`src/hdl/thermometer_scratchpad_decoder_defines.svh`:
```
// Assertion helpers, clocked on clk with rst masking.
`ifndef THERMOMETER_SCRATCHPAD_DECODER_DEFINES_SVH
`define THERMOMETER_SCRATCHPAD_DECODER_DEFINES_SVH

// Same-cycle implication.
`define TSD_ASSERT_NOW(lbl, ante, cons, msg) \
  lbl: assert property (@(posedge clk) disable iff (rst) (ante) |-> (cons)) \
    else $error(msg);

// Next-cycle implication.
`define TSD_ASSERT_NEXT(lbl, ante, cons, msg) \
  lbl: assert property (@(posedge clk) disable iff (rst) (ante) |=> (cons)) \
    else $error(msg);

`endif

```
`src/hdl/tsd_pkg.sv`:
```
`timescale 1ns / 1ps

package tsd_pkg;

  localparam int SCRATCHPAD_BYTES = 9;
  localparam int POS_W = $clog2(SCRATCHPAD_BYTES);

  localparam logic [POS_W-1:0] POS_TEMP_LOW  = POS_W'(0);
  localparam logic [POS_W-1:0] POS_TEMP_HIGH = POS_W'(1);
  localparam logic [POS_W-1:0] POS_CONFIG    = POS_W'(4);
  localparam logic [POS_W-1:0] POS_LAST      = POS_W'(SCRATCHPAD_BYTES - 1);

  localparam logic [7:0]         CRC_POLY     = 8'h8C;
  localparam logic signed [11:0] REJECT_VALUE = -12'sd999;

  typedef enum logic [1:0] {
    RES_9BIT  = 2'd0,
    RES_10BIT = 2'd1,
    RES_11BIT = 2'd2,
    RES_12BIT = 2'd3
  } res_code_t;

  typedef struct packed {
    logic signed [11:0] temperature_c;
    logic               data_ok;
    logic signed [15:0] raw_reading;
    logic [1:0]         resolution_code;
    logic [7:0]         computed_crc;
  } result_t;

  // Reflected CRC-8, LSB first, one byte.
  function automatic logic [7:0] crc8_update(input logic [7:0] crc_in,
                                             input logic [7:0] b);
    logic [7:0] c;
    c = crc_in;
    for (int k = 0; k < 8; k++) begin
      if (c[0] ^ b[k]) begin
        c = (c >> 1) ^ CRC_POLY;
      end else begin
        c = c >> 1;
      end
    end
    return c;
  endfunction

  function automatic logic [15:0] res_mask(input res_code_t code);
    logic [15:0] m;
    case (code)
      RES_9BIT:  m = 16'hFFF8;
      RES_10BIT: m = 16'hFFFC;
      RES_11BIT: m = 16'hFFFE;
      RES_12BIT: m = 16'hFFFF;
      default:   m = 16'hFFFF;
    endcase
    return m;
  endfunction

endpackage

```
`src/hdl/tsd_channels.sv`:
```
`timescale 1ns / 1ps

interface tsd_byte_if;
  logic       valid;
  logic       ready;
  logic [7:0] data_byte;
  modport source (output valid, output data_byte, input ready);
  modport sink   (input valid, input data_byte, output ready);
endinterface

interface tsd_result_if;
  logic               valid;
  logic               ready;
  logic signed [11:0] temperature_c;
  logic               data_ok;
  logic signed [15:0] raw_reading;
  logic [1:0]         resolution_code;
  logic [7:0]         computed_crc;
  modport source (output valid, output temperature_c, output data_ok, output raw_reading,
                  output resolution_code, output computed_crc, input ready);
  modport sink   (input valid, input temperature_c, input data_ok, input raw_reading,
                  input resolution_code, input computed_crc, output ready);
endinterface

interface tsd_cfg_if;
  logic valid;
  logic ready;
  logic crc_check_enable;
  modport source (output valid, output crc_check_enable, input ready);
  modport sink   (input valid, input crc_check_enable, output ready);
endinterface

```
`src/hdl/thermometer_scratchpad_decoder.sv`:
```
`timescale 1ns / 1ps
// channel | dir | word
// data    | in  | data_byte: one scratchpad byte, bus order
// result  | out | temperature_c, data_ok, raw_reading, resolution_code, computed_crc
// cfg     | in  | crc_check_enable
// One byte per cycle while ready; a frame's result registers as its last byte is taken.
// The output register holds a result until taken; only a last byte waits on it.
// rst (synchronous) clears the byte position, CRC, check enable and result valid.
// cfg is always ready.

`include "thermometer_scratchpad_decoder_defines.svh"

module thermometer_scratchpad_decoder (
  input logic         clk,
  input logic         rst,
  tsd_byte_if.sink    data,
  tsd_result_if.source result,
  tsd_cfg_if.sink     cfg
);

  logic [tsd_pkg::POS_W-1:0] byte_position;
  logic [7:0]                crc_register;
  logic [7:0]                temp_low_byte;
  logic [7:0]                temp_high_byte;
  logic [7:0]                config_byte;
  logic                      crc_check_enable;
  logic                      out_valid;
  tsd_pkg::result_t          out_word;
  tsd_pkg::result_t          out_word_next;

  logic                      at_last;
  logic                      in_fire;
  tsd_pkg::res_code_t        res;
  logic [15:0]               pattern;
  logic signed [11:0]        whole;
  logic                      ok;

  assign at_last    = (byte_position == tsd_pkg::POS_LAST);
  assign data.ready = !at_last || !out_valid || result.ready;
  assign in_fire    = data.valid && data.ready;
  assign cfg.ready  = 1'b1;

  always_comb begin
    res     = tsd_pkg::res_code_t'(config_byte[6:5]);
    pattern = {temp_high_byte, temp_low_byte} & tsd_pkg::res_mask(res);
    whole   = $signed(pattern[15:4]) + $signed({11'd0, pattern[15] && (|pattern[3:0])});
    ok      = !(crc_check_enable && (data.data_byte != crc_register));
    out_word_next.temperature_c   = ok ? whole : tsd_pkg::REJECT_VALUE;
    out_word_next.data_ok         = ok;
    out_word_next.raw_reading     = $signed(pattern);
    out_word_next.resolution_code = res;
    out_word_next.computed_crc    = crc_register;
  end

  always_ff @(posedge clk) begin
    if (rst) begin
      byte_position    <= '0;
      crc_register     <= '0;
      crc_check_enable <= 1'b0;
      out_valid        <= 1'b0;
    end else begin
      if (cfg.valid) begin
        crc_check_enable <= cfg.crc_check_enable;
      end
      if (in_fire && at_last) begin
        out_valid     <= 1'b1;
        byte_position <= '0;
        crc_register  <= '0;
      end else begin
        if (result.ready) begin
          out_valid <= 1'b0;
        end
        if (in_fire) begin
          byte_position <= byte_position + tsd_pkg::POS_W'(1);
          crc_register  <= tsd_pkg::crc8_update(crc_register, data.data_byte);
        end
      end
    end
  end

  always_ff @(posedge clk) begin
    if (in_fire) begin
      case (byte_position)
        tsd_pkg::POS_TEMP_LOW:  temp_low_byte  <= data.data_byte;
        tsd_pkg::POS_TEMP_HIGH: temp_high_byte <= data.data_byte;
        tsd_pkg::POS_CONFIG:    config_byte    <= data.data_byte;
        default: ;
      endcase
      if (at_last) begin
        out_word <= out_word_next;
      end
    end
  end

  assign result.valid           = out_valid;
  assign result.temperature_c   = out_word.temperature_c;
  assign result.data_ok         = out_word.data_ok;
  assign result.raw_reading     = out_word.raw_reading;
  assign result.resolution_code = out_word.resolution_code;
  assign result.computed_crc    = out_word.computed_crc;

  `TSD_ASSERT_NOW(a_pos_range, 1'b1, byte_position <= tsd_pkg::POS_LAST, "position overrun")
  `TSD_ASSERT_NOW(a_valid_src, $rose(out_valid), $past(in_fire && at_last), "stray result")
  `TSD_ASSERT_NEXT(a_frame_restart, in_fire && at_last, byte_position == '0 && crc_register == '0, "frame not restarted")
  `TSD_ASSERT_NOW(a_reject_value, out_valid && !out_word.data_ok, out_word.temperature_c == tsd_pkg::REJECT_VALUE, "reject value")
  `TSD_ASSERT_NEXT(a_check_off_ok, in_fire && at_last && !crc_check_enable, out_word.data_ok, "check disabled but rejected")

endmodule
```
`src/flat_wrapper.sv`:
```
// flat-port wrapper written by rule: the top's interface ports become plain ports
module thermometer_scratchpad_decoder_flat 
  (clk, rst, data_valid, data_data_byte, data_ready, result_valid, result_temperature_c, result_data_ok, result_raw_reading, result_resolution_code, result_computed_crc, result_ready, cfg_valid, cfg_crc_check_enable, cfg_ready);
  tsd_byte_if data_i ();
  tsd_result_if result_i ();
  tsd_cfg_if cfg_i ();
  input logic clk;
  input logic rst;
  input wire logic [$bits(data_i.valid)-1:0] data_valid;
  input wire logic [$bits(data_i.data_byte)-1:0] data_data_byte;
  output wire logic [$bits(data_i.ready)-1:0] data_ready;
  output wire logic [$bits(result_i.valid)-1:0] result_valid;
  output wire logic [$bits(result_i.temperature_c)-1:0] result_temperature_c;
  output wire logic [$bits(result_i.data_ok)-1:0] result_data_ok;
  output wire logic [$bits(result_i.raw_reading)-1:0] result_raw_reading;
  output wire logic [$bits(result_i.resolution_code)-1:0] result_resolution_code;
  output wire logic [$bits(result_i.computed_crc)-1:0] result_computed_crc;
  input wire logic [$bits(result_i.ready)-1:0] result_ready;
  input wire logic [$bits(cfg_i.valid)-1:0] cfg_valid;
  input wire logic [$bits(cfg_i.crc_check_enable)-1:0] cfg_crc_check_enable;
  output wire logic [$bits(cfg_i.ready)-1:0] cfg_ready;
  assign data_i.valid = data_valid;
  assign data_i.data_byte = data_data_byte;
  assign data_ready = data_i.ready;
  assign result_valid = result_i.valid;
  assign result_temperature_c = result_i.temperature_c;
  assign result_data_ok = result_i.data_ok;
  assign result_raw_reading = result_i.raw_reading;
  assign result_resolution_code = result_i.resolution_code;
  assign result_computed_crc = result_i.computed_crc;
  assign result_i.ready = result_ready;
  assign cfg_i.valid = cfg_valid;
  assign cfg_i.crc_check_enable = cfg_crc_check_enable;
  assign cfg_ready = cfg_i.ready;
  thermometer_scratchpad_decoder u_core (.clk(clk), .rst(rst), .data(data_i), .result(result_i), .cfg(cfg_i));
endmodule
```
`config.mk`:
```
export PLATFORM = sky130hd
export DESIGN_NAME = thermometer_scratchpad_decoder_flat
export DESIGN_NICKNAME = d
export VERILOG_FILES = /design/src/hdl/tsd_pkg.sv /design/src/hdl/tsd_channels.sv /design/src/hdl/thermometer_scratchpad_decoder.sv /design/src/flat_wrapper.sv
export VERILOG_INCLUDE_DIRS = /design/src /design/src/hdl
export SDC_FILE = /design/constraint.sdc
export NUM_CORES = 1
export LEC_CHECK = 0
export BUFFER_PORTS_ARGS = -buffer_cell sky130_fd_sc_hd__buf_2
export CAP_MARGIN = 20
export CELL_PAD_IN_SITES_DETAIL_PLACEMENT = 0
export CELL_PAD_IN_SITES_GLOBAL_PLACEMENT = 2
export CORE_MARGIN = 2
export CORE_UTILIZATION = 38
export DETAILED_ROUTE_END_ITERATION = 6
export HOLD_SLACK_MARGIN = 0.08
export PLACE_DENSITY = 0.82
export SYNTH_ARGS = -nofsm -noshare
export SYNTH_HDL_FRONTEND = slang
export SYNTH_SLANG_ARGS = --single-unit
```
`constraint.sdc`:
```
create_clock -name clk -period 5.7 [get_ports clk]
set_input_delay 0.855 -clock clk [delete_from_list [all_inputs] [get_ports clk]]
set_output_delay 0.855 -clock clk [all_outputs]
set_load 0.01 [all_outputs]
```
# Yosys cells after proc, flatten, opt, wreduce, memory -nomap -nowiden
# Cells that the tools add are included.
# Widths: inputs -> output; s select.
[totals] reg_bits=76 input_bits=14 out_inout_bits=42 word_cells=88
[classes] add_sub_neg=2 n_eq_ne=7 mux=32 n_bitwise=17 reduce_logical=18
[op_table] cell="$mux 8" count=29
[op_table] cell="$pmux 16 s4" count=1
[op_table] cell="$not 2->3" count=8
[op_table] cell="$and 16x16->16" count=1
[op_table] cell="$add 12x2->12" count=1
[op_table] cell="$ne 8x8->1" count=1
[op_table] cell="$reduce_and 2->1" count=4
[op_table] cell="$xor 1x1->1" count=8
[op_table] cell="$add 4x1->4 const B" count=1
[op_table] cell="$eq 2x2->1 const B" count=2
[op_table] cell="$eq 4x1->1 const B" count=1
[op_table] cell="$eq 4x3->1 const B" count=1
[op_table] cell="$eq 4x4->1 const B" count=1
[op_table] cell="$logic_and 1x1->1" count=4
[op_table] cell="$logic_not 4->1" count=1
[op_table] cell="$reduce_or 4->1" count=1
[op_table] cell="$logic_not 1->1" count=3
[op_table] cell="$eq 2x1->1 const B" count=1
[op_table] cell="$logic_not 2->1" count=1
[op_table] cell="$logic_or 1x1->1" count=2
[op_table] cell="$mux 1" count=2
[op_table] cell="$reduce_bool 2->1" count=1
[op_table] cell="$reduce_or 2->1" count=1

# Depth between registers and ports, before layout
# Gate-level depths: netlist of run 1.
[logic_depth] ltp_word=40 ltp_mapped=8

# Worst setup path after synthesis of run 1
# No wires, ideal clock.
[synth_path] path_kind="in2reg" start="in result_ready" end="reg u_core.out_word (netlist bit u_core.result.computed_crc[0]), enable pin" setup_ps=536 t_arrival_ps=4775 required_time_ps=5164 setup_slack_ps=389 cell_stages=2 n_path_buf=0 cell_sequence="nor2b_1 -> nor4_1"
[synth_via] elab_chain_len=3
[synth_lines] item="start: declaration" line="flat_wrapper.sv:18" rtl="input wire logic [$bits(result_i.ready)-1:0] result_ready;"
[synth_lines] item="$logic_or 1x1->1" line="thermometer_scratchpad_decoder.sv:39" rtl="assign data.ready = !at_last || !out_valid || result.ready;"
[synth_lines] item="$logic_and 1x1->1" line="thermometer_scratchpad_decoder.sv:40" rtl="assign in_fire = data.valid && data.ready;"
[synth_lines] item="$reduce_and 2->1 (no source line)"
[synth_lines] item="end signal: assignment" line="thermometer_scratchpad_decoder.sv:90" rtl="out_word <= out_word_next;"
[synth_lines] item="end: declaration" line="thermometer_scratchpad_decoder.sv:28" rtl="tsd_pkg::result_t out_word;"
# No other way between the ends.
# A chain may end at the register's enable or synchronous reset.

# Worst setup path after layout of run 1
[layout_path] start="in result_ready" end="out data_ready"
[layout_via] elab_chain_len=1
[layout_lines] item="$logic_or 1x1->1" line="thermometer_scratchpad_decoder.sv:39"
[layout_lines] item="end: declaration" line="flat_wrapper.sv:11" rtl="output wire logic [$bits(data_i.ready)-1:0] data_ready;"
# No other way between the ends.

==> flow_results.xml, run 1 <==
<?xml version="1.0" encoding="UTF-8"?>
<metrics>
  <group name="timing">
    <metric name="max-slew-margin-rel" unit="%">31.3</metric>
    <metric name="clock-skew-final" unit="ns">0.00902</metric>
    <metric name="setup_violators_final" unit="">0</metric>
    <metric name="max_freq" unit="MHz">409</metric>
    <metric name="timing_hold_violations_final" unit="">0</metric>
    <metric name="grt_setup_unrepaired" unit="">false</metric>
    <metric name="setup_slack" unit="ns">3.25</metric>
    <metric name="finalCritPeriodShare" unit="%">42.9</metric>
    <metric name="final_max_slew_viol_count" unit="">0</metric>
    <metric name="timing.hold.ws" unit="ns">0.465</metric>
    <metric name="post_route_setup_tns" unit="ns">0</metric>
    <metric name="max_slew.worst_pin.slew" unit="ns">1.02</metric>
    <metric name="fin_crit" unit="ns">2.45</metric>
  </group>
  <group name="route">
    <metric name="remaining_drc_errors" unit="">0</metric>
    <metric name="totalWireLength" unit="mm">5.00</metric>
    <metric name="highest_routed_layer" unit="">met4</metric>
    <metric name="avgViaCountPerCell" unit="">4.53</metric>
    <metric name="vias" unit="">1699</metric>
    <metric name="detailedRoute.firstPassIterationCount" unit="">4</metric>
    <metric name="antenna_left" unit="">0</metric>
    <metric name="initialDrtViolationCount" unit="">75</metric>
    <metric name="met2RoutedLength" unit="mm">2.21</metric>
    <metric name="total_length_of_routed_met3_wires" unit="um">328</metric>
    <metric name="drt-wirelength-per-cell" unit="um">13.3</metric>
    <metric name="detail_route.wirelength.met1" unit="mm">2.36</metric>
  </group>
  <group name="clock_tree">
    <metric name="post_cts.resized_instances" unit="">0</metric>
    <metric name="clkSinkCount" unit="">71</metric>
    <metric name="cts.root.buffer_cell" unit="">sky130_fd_sc_hd__clkbuf_8</metric>
    <metric name="post_cts_buffers" unit="">0</metric>
    <metric name="numCtsBuffers" unit="">9</metric>
    <metric name="cts_max_path_buffers" unit="">2</metric>
    <metric name="cts_htree_levels" unit="">3</metric>
    <metric name="worst_setup_hold_path_clk_slew" unit="ns">0.07</metric>
    <metric name="post_cts_hold_buffer_count" unit="">0</metric>
    <metric name="cts_tree" unit="">yes</metric>
    <metric name="clkLatencyLatePin" unit="ns">0.34</metric>
  </group>
  <group name="global_route">
    <metric name="overflow" unit="">0</metric>
    <metric name="grt_pass1_wl" unit="mm">8.30</metric>
    <metric name="maximum_number_of_pins_on_one_net_before_global_route_repair" unit="">29</metric>
    <metric name="grtUsageTotal" unit="%">13.3</metric>
    <metric name="initial_antenna_violation_count" unit="">0</metric>
    <metric name="grt_pass1_vias" unit="">1639</metric>
  </group>
  <group name="power_and_ir_drop">
    <metric name="power_leakage" unit="nW">1.33</metric>
    <metric name="netSwitchingPower" unit="uW">330</metric>
    <metric name="cell_area_power_density" unit="mW/mm^2">365</metric>
    <metric name="power_frac_seq" unit="%">48.7</metric>
    <metric name="p_int" unit="uW">967</metric>
    <metric name="clockPowerShare" unit="%">29.7</metric>
    <metric name="post_layout_power" unit="mW">1.30</metric>
    <metric name="swShare" unit="%">25.4</metric>
    <metric name="comb_power_share" unit="%">21.6</metric>
    <metric name="vdd.ir_drop.worst" unit="uV">208</metric>
  </group>
  <group name="outcome">
    <metric name="outcome" unit="">complete, no violations</metric>
  </group>
  <group name="place">
    <metric name="routabilityCongestion" unit="">0.772</metric>
    <metric name="port_buffers" unit="">54</metric>
    <metric name="dpl.cell_count" unit="">358</metric>
    <metric name="place.detailed.hpwl" unit="mm">3.60</metric>
    <metric name="dp_worst_setup_slack" unit="ns">3.23</metric>
  </group>
  <group name="yosys">
    <metric name="ys.flop_type" unit="">sky130_fd_sc_hd__edfxtp_1</metric>
    <metric name="post_synth_inst_count" unit="">203</metric>
    <metric name="ys_ff_latch" unit="">71</metric>
    <metric name="mappedNetlistArea" unit="sq mm">0.00296</metric>
    <metric name="synthDominantCellAreaShare" unit="%">57.8</metric>
    <metric name="post-synth-top-area-cell" unit="">sky130_fd_sc_hd__edfxtp_1</metric>
    <metric name="synth_nets" unit="">222</metric>
    <metric name="ys_warnings" unit="">0</metric>
    <metric name="post_synth_main_area_contributors" unit="">sky130_fd_sc_hd__edfxtp_1 (58%), sky130_fd_sc_hd__dfxtp_1 (9.5%), sky130_fd_sc_hd__xnor2_1 (6.2%)</metric>
    <metric name="synth-seq-area-share" unit="%">67.3</metric>
    <metric name="synth_enable_flop_cells" unit="">57</metric>
    <metric name="async_flop_share" unit="%">0</metric>
    <metric name="mean_instance_size_in_the_synthesized_netlist" unit="sq um">14.6</metric>
    <metric name="yosysUniqueCellTypes" unit="">39</metric>
  </group>
  <group name="floorplanning">
    <metric name="coreArea" unit="sq mm">0.00765</metric>
    <metric name="chipHeight" unit="um">92.2</metric>
    <metric name="core.rowCount" unit="">32</metric>
    <metric name="io_pins" unit="">56</metric>
    <metric name="fp.dieArea" unit="sq mm">0.00851</metric>
    <metric name="initial_utilization" unit="%">38.7</metric>
    <metric name="die_w" unit="um">92.2</metric>
  </group>
  <group name="finish">
    <metric name="area_growth_syn_to_layout" unit="%">20.1</metric>
    <metric name="num_antenna_cells" unit="">0</metric>
    <metric name="post_layout_nonfiller_instances" unit="">375</metric>
    <metric name="share_of_post_route_cells_with_drive_strength_above_1" unit="%">28.9</metric>
    <metric name="num-fill-cells" unit="">685</metric>
    <metric name="fin_nets" unit="">287</metric>
  </group>
  <group name="hold_path">
    <metric name="hold_path_class" unit="">flop to flop</metric>
  </group>
  <group name="job">
    <metric name="cap_violations" unit="">0</metric>
  </group>
  <group name="worst_setup_path">
    <metric name="cp.arrival" unit="ns">1.59</metric>
    <metric name="worst-endpoint-required" unit="ns">4.85</metric>
    <metric name="startpoint_type" unit="">input pin</metric>
    <metric name="crit_path_end_kind" unit="">output port</metric>
    <metric name="setup.worst_path.class" unit="">input pin to output port</metric>
    <metric name="timing.critical_path.fanout_max" unit="">5</metric>
  </group>
</metrics>
-- registers in the layout (all words and copies together), names as in the netlist --
name                           flops
u_core.result.raw_reading         16
u_core.result.temperature_c       12
u_core.crc_register                8
u_core.result.computed_crc         8
u_core.temp_high_byte              8
u_core.temp_low_byte               8
u_core.byte_position               4
u_core.config_byte                 2
u_core.result.resolution_code      2
u_core.crc_check_enable            1
u_core.result.data_ok              1
u_core.result.valid                1
-- power groups by stage --
stage               logic [mW]  registers (mW)  clock network (mW)
global route             0.313           0.636               0.419
detailed placement       0.280           0.643                   0
finish                   0.280           0.631               0.385
global placement         0.283           0.644                   0
floorplan                0.240           0.634                   0
CTS                      0.284           0.631               0.398
-- cell families after synthesis --
group	Yosys count	synth area share, %
simple gates	62	9.94
compound gates	16	4.95
xor+xnor	32	12.5
fa+ha+maj	5	2.11
flops	71	67.3
mux	3	1.06
buf+inv	13	1.99
other cells	1	0.127
-- layout by cell type (no fill, tap or decap), types with 5 or more instances in the layout --
cell type	instances
sky130_fd_sc_hd__buf_2	55
sky130_fd_sc_hd__dfxtp_1	14
sky130_fd_sc_hd__nor2_1	21
sky130_fd_sc_hd__ha_1	5
sky130_fd_sc_hd__inv_1	8
sky130_fd_sc_hd__nand2_1	13
sky130_fd_sc_hd__clkbuf_8	10
sky130_fd_sc_hd__xnor2_1	21
sky130_fd_sc_hd__edfxtp_1	57
sky130_fd_sc_hd__nand3_1	6
sky130_fd_sc_hd__a211oi_1	6
-- through the flow --
step | area [sq um] | util [%]
2_1_floorplan | 2960 | -
3_3_place_gp | 3360 | 44.0
3_5_place_dp | 3360 | 44.0
4_1_cts | 3550 | 46.4
5_1_grt | 3550 | 46.5
6_report | 3550 | 46.5
-- cell usage after synthesis (all sizes together), types with 3 or more instances --
master and count:
inv 8, a211oi 7, xnor3 3, nand2 14
dfxtp 14, and2 3, xor2 4, nor3 3
ha 5, nor4 4, edfxtp 57, nand3 6
nor2b 3, xnor2 24, buf 3, nor2 21
nand4 3
-- final cells by class --
class / count / area [sq um] / share of cell area [%]
well taps: 102 / 128 / 3.59
flip-flops and latches: 71 / 1990 / 56.1
multi-input cells: 119 / 915 / 25.7
repair buffers: 58 / 298 / 8.38
clock inverters: 2 / 33.8 / 0.951
clock buffers: 14 / 153 / 4.30
inverters: 9 / 35.0 / 0.986
-- critical path, cell delays in order --
cell	delay [ns]
sky130_fd_sc_hd__buf_2	0.09
sky130_fd_sc_hd__nor2b_1	0.37
sky130_fd_sc_hd__nand3_1	0.12
sky130_fd_sc_hd__buf_2	0.16
-- routing by layer --
layer,vias to the layer above,GRT usage [%]
met3,12,4.93
li1,861,-
met5,-,0
met1,772,17.7
met2,54,19.3
met4,0,5.97
-- worst paths after layout --
kind / startpoint / slack [ns] / endpoint / depth (start not counted)
setup reg to reg: u_core.config_byte[6]$_DFFE_PP_ / 3.46 / u_core.result.temperature_c[8]$_SDFFCE_PP0P_ / 8
hold reg to reg: u_core.temp_low_byte[3]$_DFFE_PP_ / 0.46 / u_core.result.raw_reading[3]$_DFFE_PP_ / 0
hold / removal: u_core.temp_low_byte[3]$_DFFE_PP_ / 0.46 / u_core.result.raw_reading[3]$_DFFE_PP_ / 0
setup / recovery: result_ready / 3.25 / data_ready / 4
Note: power is estimated with default switching activity, not from simulation.
==> inputs of run 2 (changes only) <==
--- a/config.mk
+++ b/config.mk
@@ -11,10 +11,10 @@
 export CELL_PAD_IN_SITES_DETAIL_PLACEMENT = 0
 export CELL_PAD_IN_SITES_GLOBAL_PLACEMENT = 2
 export CORE_MARGIN = 2
-export CORE_UTILIZATION = 38
+export CORE_UTILIZATION = 34
 export DETAILED_ROUTE_END_ITERATION = 6
 export HOLD_SLACK_MARGIN = 0.08
-export PLACE_DENSITY = 0.82
+export PLACE_DENSITY = 0.78
 export SYNTH_ARGS = -nofsm -noshare
 export SYNTH_HDL_FRONTEND = slang
 export SYNTH_SLANG_ARGS = --single-unit
==> constraint.sdc (replaced) <==
create_clock -name clk -period 2.12 [get_ports clk]
set_input_delay 0.318 -clock clk [delete_from_list [all_inputs] [get_ports clk]]
set_output_delay 0.318 -clock clk [all_outputs]
set_load 0.01 [all_outputs]
==> run 2 against run 1 <==
Clock skew rose by 0.0017 ns. Die area is 11% higher. Largest cell class unchanged. Sequential power increased to 2.7 times the previous value. Count of clock-buffer cells in the layout down 3. Non-clock buffer count increased by 15. Critical path type is now flop to flop. Clock power rose to 3.3 times the previous value. Design area increased by 6.5%. Largest power group unchanged. Utilization is 2.4 points lower. Flip-flop and latch count unchanged. Combinational power grew to 2.9 times the previous value. Routed wire length rose by 9.6%. Cell count grew 5.6%.
==> flow_results.xml, run 2 (synthesis gave the netlist of run 1 again) <==
<?xml version="1.0" encoding="UTF-8"?>
<metrics>
  <group name="place">
    <metric name="routabilityCongestion" unit="">0.740</metric>
    <metric name="place.detailed.hpwl" unit="mm">4.17</metric>
    <metric name="detailed_place.area" unit="sq mm">0.00349</metric>
    <metric name="port_buffers" unit="">54</metric>
    <metric name="dpl.cell_count" unit="">376</metric>
    <metric name="dp_worst_setup_slack" unit="ns">-0.0835</metric>
  </group>
  <group name="finish">
    <metric name="final_design_area_no_fill" unit="sq mm">0.00378</metric>
    <metric name="layout.core_utilization" unit="%">44.0</metric>
    <metric name="fin_nets" unit="">302</metric>
    <metric name="mostFrequentLayoutCells" unit="">sky130_fd_sc_hd__edfxtp_1 (57), sky130_fd_sc_hd__buf_2 (54), sky130_fd_sc_hd__xnor2_1 (21), sky130_fd_sc_hd__nor2_1 (21), sky130_fd_sc_hd__buf_4 (19)</metric>
    <metric name="largest_reg_flops" unit="">16</metric>
    <metric name="num_antenna_cells" unit="">0</metric>
    <metric name="post_layout_nonfiller_instances" unit="">396</metric>
    <metric name="area_growth_syn_to_layout" unit="%">27.9</metric>
    <metric name="mostFrequentLayoutCell" unit="">sky130_fd_sc_hd__edfxtp_1</metric>
    <metric name="share_of_post_route_cells_with_drive_strength_above_1" unit="%">37.2</metric>
  </group>
  <group name="worst_setup_path">
    <metric name="crit_path_top_delay_cell" unit="">sky130_fd_sc_hd__edfxtp_1</metric>
    <metric name="rr_endpoint" unit="">u_core.result.temperature_c[8]$_SDFFCE_PP0P_</metric>
    <metric name="worstPathCellList" unit="">and3_4 &gt; o41a_1 &gt; ha_2 &gt; ha_4 &gt; and2_4 &gt; nand4_1 &gt; xor2_1 &gt; nor2_1</metric>
    <metric name="worst-path-stages" unit="">8</metric>
    <metric name="worst-endpoint-required" unit="ns">2.21</metric>
    <metric name="startpoint_type" unit="">flop</metric>
    <metric name="timing.critical_path.fanout_max" unit="">4</metric>
    <metric name="cp-startpoint" unit="">u_core.config_byte[6]$_DFFE_PP_</metric>
    <metric name="crit_path_end_kind" unit="">flop</metric>
    <metric name="crit_end" unit="">u_core.result.temperature_c[8]$_SDFFCE_PP0P_</metric>
    <metric name="worstPathBufferInverterCount" unit="">0</metric>
    <metric name="critical_path.max_stage_delay" unit="ns">0.43</metric>
    <metric name="regToRegSetupSlack" unit="ns">0.03</metric>
    <metric name="worstReg2RegStart" unit="">u_core.config_byte[6]$_DFFE_PP_</metric>
    <metric name="worst-r2r-cell-count" unit="">8</metric>
    <metric name="setup.worst_path.class" unit="">flop to flop</metric>
    <metric name="cp.arrival" unit="ns">2.18</metric>
    <metric name="critical_path.top_delay_family" unit="">simple AND/OR/NAND/NOR gates</metric>
  </group>
  <group name="route">
    <metric name="totalWireLength" unit="mm">5.48</metric>
    <metric name="drt-wirelength-per-cell" unit="um">13.8</metric>
    <metric name="detailedRoute.firstPassIterationCount" unit="">4</metric>
    <metric name="remaining_drc_errors" unit="">0</metric>
    <metric name="vias" unit="">1792</metric>
    <metric name="initialDrtViolationCount" unit="">45</metric>
    <metric name="avgViaCountPerCell" unit="">4.53</metric>
    <metric name="antenna_left" unit="">0</metric>
  </group>
  <group name="timing">
    <metric name="finalCritPeriodShare" unit="%">98.7</metric>
    <metric name="timing_hold_violations_final" unit="">0</metric>
    <metric name="fin_crit" unit="ns">2.09</metric>
    <metric name="final_max_slew_viol_count" unit="">0</metric>
    <metric name="max_slew.worst_pin.slew" unit="ns">0.560</metric>
    <metric name="setup_violators_final" unit="">0</metric>
    <metric name="timing.hold.ws" unit="ns">0.172</metric>
    <metric name="grt_setup_unrepaired" unit="">true</metric>
    <metric name="max_freq" unit="MHz">478</metric>
    <metric name="setup_slack" unit="ns">0.0271</metric>
    <metric name="max-slew-margin-rel" unit="%">62.6</metric>
    <metric name="clock-skew-final" unit="ns">0.0107</metric>
  </group>
  <group name="global_route">
    <metric name="grt_pass1_wl" unit="mm">9.09</metric>
    <metric name="overflow" unit="">0</metric>
    <metric name="maximum_number_of_pins_on_one_net_before_global_route_repair" unit="">32</metric>
    <metric name="grtUsageTotal" unit="%">12.5</metric>
    <metric name="grt_pass1_vias" unit="">1810</metric>
    <metric name="initial_antenna_violation_count" unit="">0</metric>
  </group>
  <group name="clock_tree">
    <metric name="cts_htree_levels" unit="">3</metric>
    <metric name="clkLatencyLatePin" unit="ns">0.34</metric>
    <metric name="cts_max_path_buffers" unit="">2</metric>
    <metric name="worst_setup_hold_path_clk_slew" unit="ns">0.07</metric>
    <metric name="clkSinkCount" unit="">71</metric>
    <metric name="numCtsBuffers" unit="">9</metric>
    <metric name="post_cts_hold_buffer_count" unit="">0</metric>
    <metric name="cts_tree" unit="">yes</metric>
    <metric name="cts.root.buffer_cell" unit="">sky130_fd_sc_hd__clkbuf_8</metric>
  </group>
  <group name="hold_path">
    <metric name="hold_path_class" unit="">input pin to flop</metric>
  </group>
  <group name="power_and_ir_drop">
    <metric name="power_frac_seq" unit="%">45.1</metric>
    <metric name="p_int" unit="mW">2.86</metric>
    <metric name="netSwitchingPower" unit="uW">914</metric>
    <metric name="vdd.ir_drop.worst" unit="uV">415</metric>
    <metric name="comb_power_share" unit="%">21.3</metric>
    <metric name="swShare" unit="%">24.2</metric>
    <metric name="cell_area_power_density" unit="mW/mm^2">996</metric>
    <metric name="power_leakage" unit="nW">1.43</metric>
    <metric name="clockPowerShare" unit="%">33.6</metric>
  </group>
  <group name="floorplanning">
    <metric name="io_pins" unit="">56</metric>
    <metric name="initial_utilization" unit="%">34.4</metric>
    <metric name="chipHeight" unit="um">97.3</metric>
    <metric name="die_w" unit="um">97.3</metric>
    <metric name="core.rowCount" unit="">34</metric>
    <metric name="fp.dieArea" unit="sq mm">0.00947</metric>
    <metric name="coreArea" unit="sq mm">0.00859</metric>
  </group>
  <group name="outcome">
    <metric name="outcome" unit="">complete, no violations</metric>
  </group>
  <group name="job">
    <metric name="cap_violations" unit="">0</metric>
  </group>
</metrics>
-- run 2: changes by cell type in the layout (fill, tap and decap cells not counted), moves of 2 or more --
| cell | before | now |
|---|---|---|
| sky130_fd_sc_hd__buf_4 | 3 | 19 |
| sky130_fd_sc_hd__bufinv_16 | 1 | 3 |
| sky130_fd_sc_hd__clkbuf_1 | 4 | 2 |
| sky130_fd_sc_hd__ha_1 | 5 | 2 |
| sky130_fd_sc_hd__ha_4 | 0 | 2 |
| sky130_fd_sc_hd__inv_1 | 8 | 6 |
| sky130_fd_sc_hd__inv_2 | 0 | 2 |
-- run 2: cell type report --
type | count | area [sq um]
clock buffers | 11 | 131
flip-flops and latches | 71 | 1990
multi-input cells | 119 | 971
clock inverters | 5 | 106
well taps | 108 | 135
inverters | 9 | 35.0
fillers | 804 | 4810
repair buffers | 73 | 413
-- run 2: worst reg2reg max path: cells and delay by family (launching register included) --
family,cells,cell delay (ns)
AND/OR/NAND/NOR,4,0.48
XOR/XNOR,1,0.15
AO/OA/AOI/OAI,1,0.42
flip-flops,1,0.43
adder cells (fa/ha/maj),2,0.38
-- run 2: layer usage --
metal  routed length [um]  global-route usage, %
met1                 2220                   14.2
met2                 2910                   21.2
met3                  301                   4.96
met4                   48                   4.49
met5                    0                      0
-- run 2: worst min-delay path by stage --
stage	start	end	slack [ns]	depth (start not counted)
final	rst	u_core.result.valid$_SDFFE_PP0P_	0.17	2
after global routing	rst	u_core.result.valid$_SDFFE_PP0P_	0.16	2
after global placement	u_core.temp_low_byte[3]$_DFFE_PP_	u_core.result.raw_reading[3]$_DFFE_PP_	0.45	0
after CTS	rst	u_core.result.valid$_SDFFE_PP0P_	0.15	2
after detailed placement	u_core.config_byte[5]$_DFFE_PP_	u_core.result.resolution_code[0]$_DFFE_PP_	0.47	0
after floorplan	rst	u_core.result.valid$_SDFFE_PP0P_	0.38	1
-- run 2: repair_timing --
| item | 4_1_cts | 5_1_grt |
|---|---|---|
| resized for setup | 4 | 2 |
| pin swaps | 4 | 3 |
| endpoints found under the setup margin | 2 | 7 |
| setup buffers | 2 | 2 |
-- run 2: power groups by stage --
stage          combinational [mW]  clock, mW  sequential, mW
5_1_grt                     0.903       1.36            1.72
6_report                    0.803       1.27            1.70
3_3_place_gp                0.807          0            1.73
3_5_place_dp                0.807          0            1.74
4_1_cts                     0.814       1.30            1.70
2_1_floorplan               0.654          0            1.71
-- run 2: stage by stage --
step	TNS (ns)	total power, mW
3_3_place_gp	-0.0328	2.54
6_report	0	3.77
2_1_floorplan	-7.50	2.36
5_1_grt	-0.0682	3.98
3_5_place_dp	-0.122	2.54
4_1_cts	-0.0320	3.82
==> inputs of run 3 (changes only) <==
--- a/config.mk
+++ b/config.mk
@@ -10,10 +10,12 @@
 export CAP_MARGIN = 20
 export CELL_PAD_IN_SITES_DETAIL_PLACEMENT = 0
 export CELL_PAD_IN_SITES_GLOBAL_PLACEMENT = 2
+export CORE_ASPECT_RATIO = 1.75
 export CORE_MARGIN = 2
 export CORE_UTILIZATION = 34
 export DETAILED_ROUTE_END_ITERATION = 6
 export HOLD_SLACK_MARGIN = 0.08
+export MAX_ROUTING_LAYER = met4
 export PLACE_DENSITY = 0.78
 export SYNTH_ARGS = -nofsm -noshare
 export SYNTH_HDL_FRONTEND = slang
==> run 3 against run 2 <==
Non-clock buffer count unchanged. Worst setup slack got worse by 0.011 ns. Register-to-register slack about the same. Die area increased by 0.31%. Power increased by 12%. Design area increased by 3.5%. Combinational power increased by 0.7%. Worst hold slack got worse by 0.0053 ns. Utilization increased by 1.7 points. Global-route usage increased by 0.85 points. Largest power group unchanged.
==> flow_results.xml, run 3 (synthesis gave the netlist of run 1 again) <==
<?xml version="1.0" encoding="UTF-8"?>
<metrics>
  <group name="outcome">
    <metric name="outcome" unit="">complete, no violations</metric>
  </group>
  <group name="finish">
    <metric name="final_design_area_no_fill" unit="sq mm">0.00392</metric>
    <metric name="largest_reg_flops" unit="">16</metric>
    <metric name="share_of_post_route_cells_with_drive_strength_above_1" unit="%">37.8</metric>
    <metric name="fin_nets" unit="">302</metric>
    <metric name="area_growth_syn_to_layout" unit="%">32.4</metric>
    <metric name="mostFrequentLayoutCells" unit="">sky130_fd_sc_hd__edfxtp_1 (57), sky130_fd_sc_hd__buf_2 (54), sky130_fd_sc_hd__xnor2_1 (21), sky130_fd_sc_hd__nor2_1 (21), sky130_fd_sc_hd__buf_4 (18)</metric>
    <metric name="post_layout_nonfiller_instances" unit="">405</metric>
    <metric name="layout.core_utilization" unit="%">45.8</metric>
    <metric name="mostFrequentLayoutCell" unit="">sky130_fd_sc_hd__edfxtp_1</metric>
    <metric name="num_antenna_cells" unit="">0</metric>
  </group>
  <group name="timing">
    <metric name="grt_setup_unrepaired" unit="">true</metric>
    <metric name="final_max_slew_viol_count" unit="">0</metric>
    <metric name="max-slew-margin-rel" unit="%">61.9</metric>
    <metric name="max_slew.worst_pin.slew" unit="ns">0.571</metric>
    <metric name="finalCritPeriodShare" unit="%">99.2</metric>
    <metric name="setup_violators_final" unit="">0</metric>
    <metric name="post_route_setup_tns" unit="ns">0</metric>
    <metric name="max_freq" unit="MHz">475</metric>
    <metric name="clock-skew-final" unit="ns">0.00465</metric>
    <metric name="fin_crit" unit="ns">2.10</metric>
    <metric name="timing_hold_violations_final" unit="">0</metric>
  </group>
  <group name="floorplanning">
    <metric name="initial_utilization" unit="%">34.6</metric>
    <metric name="core.rowCount" unit="">45</metric>
    <metric name="coreArea" unit="sq mm">0.00856</metric>
    <metric name="die_w" unit="um">74.5</metric>
    <metric name="chipHeight" unit="um">127</metric>
    <metric name="io_pins" unit="">56</metric>
    <metric name="fp.dieArea" unit="sq mm">0.00949</metric>
  </group>
  <group name="worst_setup_path">
    <metric name="crit_path_end_kind" unit="">flop</metric>
    <metric name="cp.arrival" unit="ns">2.18</metric>
    <metric name="critical_path.max_stage_delay" unit="ns">0.43</metric>
    <metric name="worst-endpoint-required" unit="ns">2.20</metric>
    <metric name="cp-startpoint" unit="">u_core.config_byte[6]$_DFFE_PP_</metric>
    <metric name="worstPathBufferInverterCount" unit="">0</metric>
    <metric name="timing.critical_path.fanout_max" unit="">4</metric>
    <metric name="worstPathCellList" unit="">and3_4 &gt; o41a_1 &gt; ha_2 &gt; ha_4 &gt; and2_4 &gt; nand4_1 &gt; xor2_1 &gt; nor2_1</metric>
    <metric name="setup.worst_path.class" unit="">flop to flop</metric>
    <metric name="startpoint_type" unit="">flop</metric>
    <metric name="worstReg2RegStart" unit="">u_core.config_byte[6]$_DFFE_PP_</metric>
    <metric name="critical_path.top_delay_family" unit="">simple AND/OR/NAND/NOR gates</metric>
    <metric name="crit_path_top_delay_cell" unit="">sky130_fd_sc_hd__edfxtp_1</metric>
  </group>
  <group name="clock_tree">
    <metric name="cts_htree_levels" unit="">3</metric>
    <metric name="worst_setup_hold_path_clk_slew" unit="ns">0.06</metric>
    <metric name="cts.root.buffer_cell" unit="">sky130_fd_sc_hd__clkbuf_16</metric>
    <metric name="cts_max_path_buffers" unit="">2</metric>
    <metric name="clkLatencyLatePin" unit="ns">0.33</metric>
    <metric name="cts_tree" unit="">yes</metric>
    <metric name="numCtsBuffers" unit="">9</metric>
    <metric name="clkSinkCount" unit="">71</metric>
  </group>
  <group name="route">
    <metric name="detailedRoute.firstPassIterationCount" unit="">4</metric>
    <metric name="antenna_left" unit="">0</metric>
    <metric name="vias" unit="">1820</metric>
    <metric name="remaining_drc_errors" unit="">0</metric>
    <metric name="avgViaCountPerCell" unit="">4.49</metric>
    <metric name="drt-wirelength-per-cell" unit="um">14.0</metric>
    <metric name="initialDrtViolationCount" unit="">59</metric>
    <metric name="totalWireLength" unit="mm">5.67</metric>
  </group>
  <group name="global_route">
    <metric name="grt_pass1_vias" unit="">1839</metric>
    <metric name="grt_pass1_wl" unit="mm">8.78</metric>
    <metric name="maximum_number_of_pins_on_one_net_before_global_route_repair" unit="">30</metric>
    <metric name="initial_antenna_violation_count" unit="">0</metric>
    <metric name="overflow" unit="">0</metric>
    <metric name="grtUsageTotal" unit="%">13.3</metric>
  </group>
  <group name="place">
    <metric name="port_buffers" unit="">54</metric>
    <metric name="place.detailed.hpwl" unit="mm">4.34</metric>
    <metric name="dpl.cell_count" unit="">387</metric>
    <metric name="routabilityCongestion" unit="">0.722</metric>
    <metric name="detailed_place.area" unit="sq mm">0.00352</metric>
  </group>
  <group name="power_and_ir_drop">
    <metric name="vdd.ir_drop.worst" unit="uV">575</metric>
    <metric name="cell_area_power_density" unit="mW/mm^2">1080</metric>
    <metric name="post_layout_power" unit="mW">4.22</metric>
    <metric name="power_leakage" unit="nW">1.48</metric>
  </group>
  <group name="job">
    <metric name="cap_violations" unit="">0</metric>
  </group>
  <group name="hold_path">
    <metric name="hp-start" unit="">rst</metric>
    <metric name="hold_path_class" unit="">input pin to flop</metric>
  </group>
</metrics>
## run 3: metrics by stage
stage | hold slack (ns) | setup slack, ns
after global routing | 0.165 | -0.0703
after global placement | 0.452 | -0.0523
after floorplan | 0.385 | -0.190
after CTS | 0.152 | -0.0290
final | 0.167 | 0.0161
after detailed placement | 0.459 | -0.0876
## run 3: timing repair
item	4_1_cts	5_1_grt
hold buffers	0	0
setup buffers	2	0
pin swaps	6	6
setup endpoints to repair	3	6
gates resized for setup	6	3
## run 3: worst register-to-register path: stages (launching register included)
cell and delay (ns):
sky130_fd_sc_hd__edfxtp_1 0.43, sky130_fd_sc_hd__and3_4 0.18, sky130_fd_sc_hd__o41a_1 0.43, sky130_fd_sc_hd__ha_2 0.21, sky130_fd_sc_hd__ha_4 0.17, sky130_fd_sc_hd__and2_4 0.15
sky130_fd_sc_hd__nand4_1 0.09, sky130_fd_sc_hd__xor2_1 0.14, sky130_fd_sc_hd__nor2_1 0.05
## run 3: worst paths after layout
check	to	cells past startpoint	slack [ns]
worst max-delay path	u_core.result.temperature_c[8]$_SDFFCE_PP0P_	8	0.02
worst min register to register	u_core.result.raw_reading[3]$_DFFE_PP_	0	0.48
worst min-delay path	u_core.result.valid$_SDFFE_PP0P_	2	0.17
worst max register to register	u_core.result.temperature_c[8]$_SDFFCE_PP0P_	8	0.02
## run 3: cell type report
class | instances | area [sq um]
Timing Repair Buffer | 73 | 417
Clock inverter | 5 | 105
Fill cell | 823 | 4640
Inverter | 9 | 35.0
Clock buffer | 11 | 243
Tap cell | 117 | 146
Sequential cell | 71 | 1990
Multi-Input combinational cell | 119 | 980
## run 3: power by group
part	switching, mW	internal, mW
combinational	0.344	0.465
sequential	0.0960	1.61
clock	0.528	1.18
total	0.968	3.26
## run 3: metal layers
metal,GRT usage [%],part of all wire (%)
met1,11.5,33
met2,25.4,62
met3,3.79,3.7
met4,5.36,1.3
met5,-,0
